===== config.mk =====
export PLATFORM = sky130hd
export DESIGN_NAME = key_value_multimap_table
export DESIGN_NICKNAME = d
export VERILOG_FILES = /design/src/hdl/kvmm_pkg.sv /design/src/hdl/key_value_multimap_table.sv
export SDC_FILE = /design/constraint.sdc
export NUM_CORES = 2
export LEC_CHECK = 0
export BUFFER_PORTS_ARGS = -buffer_cell sky130_fd_sc_hd__buf_2
export CORE_MARGIN = 3
export CORE_UTILIZATION = 65
export CTS_BUF_LIST = sky130_fd_sc_hd__clkbuf_8
export CTS_CLUSTER_DIAMETER = 40
export CTS_CLUSTER_SIZE = 16
export DETAILED_ROUTE_END_ITERATION = 10
export PLACE_DENSITY_LB_ADDON = 0.1
export SLEW_MARGIN = 20
export SYNTH_ARGS = -nofsm -noshare
export SYNTH_HDL_FRONTEND = slang
export SYNTH_SLANG_ARGS = --single-unit

===== constraint.sdc =====
create_clock -name clk -period 23.5 [get_ports clk]
set_input_delay 0 -clock clk [delete_from_list [all_inputs] [get_ports clk]]
set_output_delay 0 -clock clk [all_outputs]
set_load 0.1 [all_outputs]

===== src/hdl/kvmm_pkg.sv =====
package kvmm_pkg;

  localparam int KIND_W  = 2;
  localparam int DATA_W  = 32;
  localparam int STAT_W  = 2;
  localparam int COUNT_W = 5;

  localparam logic [KIND_W-1:0] KIND_INSERT = 2'd0;
  localparam logic [KIND_W-1:0] KIND_FIND   = 2'd1;
  localparam logic [KIND_W-1:0] KIND_ERASE  = 2'd2;

  localparam logic [STAT_W-1:0] ST_OK      = 2'd0;
  localparam logic [STAT_W-1:0] ST_MISSING = 2'd1;
  localparam logic [STAT_W-1:0] ST_FULL    = 2'd2;

  typedef struct packed {
    logic signed [DATA_W-1:0] key;
    logic signed [DATA_W-1:0] value;
    logic        [DATA_W-1:0] age;
  } entry_t;

endpackage


===== src/hdl/key_value_multimap_table.sv =====
// Every request walks all TABLE_DEPTH slots of the entry memory, one read per cycle.
// The result strobe rises after the scan, the tail state for the last compare and the
// commit state (S_SCAN, S_TAIL, S_FIN); busy falls with the strobe, so a new request
// is taken only once the previous result is out. The receiver cannot stall the output.
// Synchronous active-low reset empties the table and clears the count and insert stamp;
// the entry memory is not cleared, as slot contents are only used where marked valid.
module key_value_multimap_table #(
  parameter int TABLE_DEPTH = 16
) (
  input  logic                                   clk,
  input  logic                                   rst_n,
  input  logic                                   start,
  output logic                                   busy,
  input  logic        [kvmm_pkg::KIND_W-1:0]     in_kind,
  input  logic signed [kvmm_pkg::DATA_W-1:0]     in_key,
  input  logic signed [kvmm_pkg::DATA_W-1:0]     in_value,
  output logic                                   out_valid,
  output logic        [kvmm_pkg::STAT_W-1:0]     out_status,
  output logic signed [kvmm_pkg::DATA_W-1:0]     out_found_value,
  output logic        [kvmm_pkg::COUNT_W-1:0]    out_entry_count
);
  import kvmm_pkg::*;

  localparam int IDX_W = (TABLE_DEPTH > 1) ? $clog2(TABLE_DEPTH) : 1;
  localparam int CNT_W = $clog2(TABLE_DEPTH + 1);
  localparam logic [IDX_W-1:0] LAST_IDX = IDX_W'(TABLE_DEPTH - 1);

  localparam logic [1:0] S_IDLE = 2'd0;
  localparam logic [1:0] S_SCAN = 2'd1;
  localparam logic [1:0] S_TAIL = 2'd2;
  localparam logic [1:0] S_FIN  = 2'd3;

  logic [1:0]               state_r, state_nxt;
  logic [IDX_W-1:0]         addr_r;
  logic                     cmp_vld_r;
  logic [IDX_W-1:0]         cmp_idx_r;
  entry_t                   rd_q;
  entry_t                   mem [TABLE_DEPTH];
  logic [TABLE_DEPTH-1:0]   valid_r;
  logic [CNT_W-1:0]         count_r, count_nxt;
  logic [DATA_W-1:0]        stamp_r, stamp_nxt;

  logic [KIND_W-1:0]        req_kind_r;
  logic signed [DATA_W-1:0] req_key_r;
  logic signed [DATA_W-1:0] req_value_r;

  logic                     best_hit_r;
  logic [IDX_W-1:0]         best_idx_r;
  logic [DATA_W-1:0]        best_dist_r;
  logic signed [DATA_W-1:0] best_val_r;
  logic                     free_hit_r;
  logic [IDX_W-1:0]         free_idx_r;

  logic                     accept;
  logic                     cmp_valid_slot;
  logic                     cmp_hit;
  logic [DATA_W-1:0]        cmp_dist;
  logic                     mem_we;
  entry_t                   mem_wd;
  logic [STAT_W-1:0]        fin_status;
  logic signed [DATA_W-1:0] fin_value;
  logic                     fin_set, fin_clr;

  assign busy   = (state_r != S_IDLE);
  assign accept = start && !busy;

  assign cmp_valid_slot = valid_r[cmp_idx_r];
  assign cmp_hit        = cmp_valid_slot && (rd_q.key == req_key_r);
  assign cmp_dist       = stamp_r - rd_q.age;

  always_comb begin
    state_nxt = state_r;
    unique case (state_r)
      S_IDLE: if (accept) state_nxt = S_SCAN;
      S_SCAN: if (addr_r == LAST_IDX) state_nxt = S_TAIL;
      S_TAIL: state_nxt = S_FIN;
      S_FIN:  state_nxt = S_IDLE;
      default: state_nxt = S_IDLE;
    endcase
  end

  // Commit decisions, taken in the final cycle once the whole table has been seen.
  always_comb begin
    fin_status = ST_OK;
    fin_value  = '0;
    fin_set    = 1'b0;
    fin_clr    = 1'b0;
    count_nxt  = count_r;
    stamp_nxt  = stamp_r;
    unique case (req_kind_r)
      KIND_INSERT: begin
        if (free_hit_r) begin
          fin_set   = 1'b1;
          count_nxt = count_r + CNT_W'(1);
          stamp_nxt = stamp_r + DATA_W'(1);
        end else begin
          fin_status = ST_FULL;
        end
      end
      KIND_FIND: begin
        if (best_hit_r) begin
          fin_value = best_val_r;
        end else begin
          fin_status = ST_MISSING;
        end
      end
      KIND_ERASE: begin
        if (best_hit_r) begin
          fin_clr = 1'b1;
          if (count_r != '0) count_nxt = count_r - CNT_W'(1);
        end else begin
          fin_status = ST_MISSING;
        end
      end
      default: fin_status = ST_OK;
    endcase
  end

  assign mem_we       = (state_r == S_FIN) && fin_set;
  assign mem_wd.key   = req_key_r;
  assign mem_wd.value = req_value_r;
  assign mem_wd.age   = stamp_nxt;

  always_ff @(posedge clk) begin
    if (mem_we) mem[free_idx_r] <= mem_wd;
    rd_q <= mem[addr_r];
  end

  always_ff @(posedge clk) begin
    if (!rst_n) begin
      state_r    <= S_IDLE;
      addr_r     <= '0;
      cmp_vld_r  <= 1'b0;
      valid_r    <= '0;
      count_r    <= '0;
      stamp_r    <= '0;
      best_hit_r <= 1'b0;
      free_hit_r <= 1'b0;
      out_valid  <= 1'b0;
    end else begin
      state_r   <= state_nxt;
      out_valid <= 1'b0;
      cmp_vld_r <= (state_r == S_SCAN);
      if (accept) begin
        addr_r     <= '0;
        best_hit_r <= 1'b0;
        free_hit_r <= 1'b0;
      end else if (state_r == S_SCAN) begin
        addr_r <= addr_r + IDX_W'(1);
      end
      if (cmp_vld_r) begin
        if (cmp_hit && (!best_hit_r || (cmp_dist < best_dist_r))) begin
          best_hit_r <= 1'b1;
        end
        if (!cmp_valid_slot && !free_hit_r) begin
          free_hit_r <= 1'b1;
        end
      end
      if (state_r == S_FIN) begin
        count_r   <= count_nxt;
        stamp_r   <= stamp_nxt;
        out_valid <= 1'b1;
        if (fin_set) valid_r[free_idx_r] <= 1'b1;
        if (fin_clr) valid_r[best_idx_r] <= 1'b0;
      end
    end
  end

  always_ff @(posedge clk) begin
    cmp_idx_r <= addr_r;
    if (accept) begin
      req_kind_r  <= in_kind;
      req_key_r   <= in_key;
      req_value_r <= in_value;
    end
    if (cmp_vld_r && cmp_hit && (!best_hit_r || (cmp_dist < best_dist_r))) begin
      best_idx_r  <= cmp_idx_r;
      best_dist_r <= cmp_dist;
      best_val_r  <= rd_q.value;
    end
    if (cmp_vld_r && !cmp_valid_slot && !free_hit_r) begin
      free_idx_r <= cmp_idx_r;
    end
    if (state_r == S_FIN) begin
      out_status      <= fin_status;
      out_found_value <= fin_value;
      out_entry_count <= COUNT_W'(count_nxt);
    end
  end

  a_count_bound: assert property (@(posedge clk) disable iff (!rst_n)
    count_r <= CNT_W'(TABLE_DEPTH))
    else $error("entry count exceeds table depth");

  a_count_matches_valid: assert property (@(posedge clk) disable iff (!rst_n)
    $countones(valid_r) == int'(count_r))
    else $error("entry count disagrees with valid slots");

  a_strobe_after_commit: assert property (@(posedge clk) disable iff (!rst_n)
    out_valid |-> $past(state_r == S_FIN))
    else $error("result strobe without a commit cycle");

  a_accept_goes_busy: assert property (@(posedge clk) disable iff (!rst_n)
    accept |=> (busy && !out_valid))
    else $error("accepted request did not start a scan");

  a_single_commit: assert property (@(posedge clk) disable iff (!rst_n)
    (state_r == S_FIN) |-> !(fin_set && fin_clr))
    else $error("insert and erase committed together");

endmodule

==> results.toml <==
[yosys]
yosys.area_share.simple_pct = 2.50
avgSynthCellArea_um2 = 21.7
synth-main-ff-cell = "edfxtp_1"
ys_seq_area_share_pct = 76.4
ys_ff_latch = 1876
synthCells = 3297
synth_cell_types = 68
async_flop_share_pct = 0
yosysWarningCount = 0
synth_area_mm2 = 0.0716
muxShareOfSynthArea_pct = 15.3
syn_nets = 3442
synth_edf_count = 1713
synth_compound_area_share_pct = 1.57
synth_top_family_by_area = "multiplexers"
synth_fa_ha_area_share_pct = 1.34
synth_xor_area_share_pct = 1.50

[cts]
cts.clk_slew.worst_paths_ns = 0.08
cts_root_buf = "clkbuf_8"
cts_made_buffers = 182
clock_latency_ns = 0.89
tritoncts = "done"
clkSinkCount = 1876
cts_setup_buffers = 0
htreeDepth = 4
cts.path.max_buffers = 3

[timing]
min_period_over_period_pct = 24.3
worst_slack_ns = 17.79
max_freq_ghz = 0.175
tns_ns = 0
setup_viol = 0
rsz0062_at_grt = "false"
tightestPinTransition_ns = 1.07
hold_viol_final = 0
maxSlewViolCount = 0
skew_ns = 0.0507
max_slew_margin_pct = 28.4
fin_crit_ns = 5.71

[setup_path]
crit_chain = "inv_1 -> ha_1 -> inv_1 -> fa_1 -> a21o_1 -> a31o_1 -> a21oi_1 -> o21ai_1 -> a211oi_1 -> o21ai_0 -> xor2_1 -> ha_1 -> and3_1 -> nand3_1 -> nor4_1 -> o21a_1 -> nor4_4 -> buf_4"
worstRegToRegCells = 18
path_class = "register to register"
crit_path_start_kind = "register"
rr_startpoint = "stamp_r[0]"
slowest_delay_ns = 0.83
cp.arrival_ns = 6.20
regToRegSetupSlack_ns = 17.79
r2r-end = "best_val_r[18]"
path_max_fanout = 59
slowest_stage = "buf_4"
cp.required_ns = 23.99
worstSetupEndpointType = "register"

[drt]
drtIter0Drc = 3814
antenna_left = 0
vias_per_cell = 6.55
vias = 34147
drtPass1Iterations = 6
wl_mm = 156
wl_per_cell_um = 29.8
drc = 0

[global_routing]
grt.total_usage_pct = 28.2
grt_overflow = 0
grt_pass1_wl_mm = 231
grt_start_max_net_pins = 148
grt_pass1_vias = 35546
antenna_found_initial = 6

[power]
p_sw_share_pct = 25.0
p_per_area_mw_per_mm2 = 88.2
pwr-share-clk_pct = 31.5
p_leak_nw = 25.8
pwr-share-seq_pct = 56.4
pwr-share-comb_pct = 12.1
ir_drop_mv = 0.0726
intPower_mw = 5.27
p_sw_mw = 1.76

[floorplan]
row_count = 121
start_util_pct = 65.6
die_w_um = 338
dieArea_mm2 = 0.114
fp.coreArea_mm2 = 0.109
ioPinCount = 110
die_y_um = 338

[layout]
finalNetCount = 3777
areaGrowthSynthToFinish_pct = 11.4
drive_above_1_share_pct = 27.5
final_core_util_pct = 73.1

[run_status]
outcome = "finished clean"

[hold_path]
hp-class = "input pin to register"
whs_endpoint = "state_r[0]"
hold_depth = 5
hold_path.startpoint = "start"

[placed_design]
finalWeightedCongestion = 0.861
pre_cts_slack_ns = 17.82
hpwl_mm = 79.1
io_buffers = 109

[job]
cap_violations = 0
worst max-delay path: cells and delay by family, from the launching register on:
| kind | cells | cell delay [ns] |
|---|---|---|
| flip-flops | 1 | 0.33 |
| AO/OA/AOI/OAI | 7 | 1.70 |
| AND/OR/NAND/NOR | 4 | 1.09 |
| XOR/XNOR | 1 | 0.18 |
| buffers and inverters | 3 | 1.04 |
| adder cells (fa/ha/maj) | 3 | 0.92 |
synth_stat cells, drive strengths merged (2+ instances only):
cell type / number / share of area (%)
and2: 7 / 0.061
a31oi: 5 / 0.044
nand2: 71 / 0.37
edfxtp: 1713 / 72
a21boi: 2 / 0.021
or3: 7 / 0.061
nor2: 93 / 0.50
o2111ai: 2 / 0.024
nor2b: 6 / 0.052
o221a: 16 / 0.25
nor3b: 3 / 0.031
and3: 42 / 0.37
o221ai: 3 / 0.037
xor2: 53 / 0.66
nand4b: 3 / 0.037
nand4: 34 / 0.32
a21o: 23 / 0.24
buf: 59 / 0.45
mux4: 485 / 15
o21bai: 2 / 0.021
dfxtp: 163 / 4.6
xnor2: 69 / 0.84
and4: 5 / 0.061
o211ai: 3 / 0.031
inv: 81 / 0.42
nor4: 8 / 0.13
or4: 3 / 0.037
nor3: 12 / 0.091
nand2b: 7 / 0.061
o21ai: 24 / 0.17
nand3: 39 / 0.28
or2: 3 / 0.030
a2111oi: 3 / 0.037
a211o: 2 / 0.024
o41ai: 2 / 0.024
a21oi: 53 / 0.37
mux2i: 3 / 0.042
a211oi: 5 / 0.052
clkbuf: 86 / 0.45
a221oi: 2 / 0.024
o21a: 10 / 0.10
ha: 75 / 1.3
kinds of logic (layout without fill, tap and decap cells):
kind of cell             after synthesis  count (layout)
flip-flops                          1876            1876
multiplexers                         488             488
adder cells (fa/ha/maj)               76              76
other                                  0               6
AND/OR/NAND/NOR                      344             344
AO/OA/AOI/OAI                        165             165
XOR/XNOR                             122             122
buffers and inverters                226             719
registers in the layout (all words and copies together), names as in the netlist, 5 cells and up:
| signal | cells |
|---|---|
| mem | 1536 |
| rd_q | 96 |
| best_dist_r | 32 |
| best_val_r | 32 |
| out_found_value | 32 |
| req_key_r | 32 |
| req_value_r | 32 |
| stamp_r | 32 |
| valid_r | 16 |
| count_r | 5 |
| out_entry_count | 5 |
area by class of cell:
class | instances | area, um^2
Sequential cell | 1876 | 54700
Antenna cell | 6 | 15.0
Fill cell | 6072 | 29300
Multi-Input combinational cell | 1195 | 16300
Clock buffer | 194 | 2670
Inverter | 81 | 307
Clock inverter | 148 | 1530
Timing Repair Buffer | 296 | 2410
Tap cell | 1414 | 1770
per-layer routing:
layer	up-vias	part of all wire (%)	global-route usage (%)
met2	1460	50	45.1
met5	-	0	0
li1	14270	-	-
met1	18143	40	41.3
met3	274	7.9	4.80
met4	0	2.4	7.73
power groups by stage:
stage	Clock, mW	Combinational, mW	Sequential [mW]
after global routing	2.38	0.917	3.98
after floorplan	0	0.647	4.00
final	2.21	0.851	3.96
after global placement	0	0.825	4.02
after detailed placement	0	0.841	4.04
after CTS	2.25	0.862	3.96
placed cells by master (no fill, tap or decap), types with 8 or more instances in the layout:
master / count
o221a_2: 16
inv_6: 23
a21o_1: 23
clkbuf_8: 194
xnor2_2: 21
xor2_2: 8
o21a_1: 10
a21oi_1: 53
dlygate4sd3_1: 134
inv_1: 102
clkinv_4: 20
buf_2: 109
buf_4: 42
nand4_1: 33
edfxtp_1: 1713
dfxtp_1: 159
nor2_1: 79
clkinvlp_4: 21
xor2_1: 45
mux4_2: 485
buf_12: 8
o21ai_0: 23
nor2_4: 13
nand2_1: 71
nand3_1: 38
inv_8: 13
xnor2_1: 48
ha_1: 74
clkinv_2: 20
bufinv_16: 19
and3_1: 41
per-stage QoR:
stage	total power, mW	cell area [um^2]	hold slack (ns)	cells
4_1_cts	7.07	79400	0.107	5203
2_1_floorplan	4.64	71600	0.0989	3297
5_1_grt	7.28	79700	0.186	5206
3_5_place_dp	4.88	73900	0.178	4727
3_3_place_gp	4.84	73900	0.178	4727
6_report	7.03	79700	0.198	5210
worst max path at each step:
stage | startpoint | endpoint | slack [ns]
floorplan | state_r[0] | valid_r[0] | 13.78
global route | stamp_r[0] | best_val_r[18] | 17.39
finish | stamp_r[0] | best_val_r[18] | 17.79
CTS | stamp_r[0] | best_val_r[18] | 17.82
global placement | stamp_r[0] | best_val_r[26] | 18.00
detailed placement | stamp_r[0] | best_val_r[26] | 17.82
what timing repair did:
action | CTS | global route
hold buffers | 134 | 0
hold endpoints to repair | 111 | 0
resized for setup | 0 | 0
No activity file was read; power rests on OpenSTA's default activity.
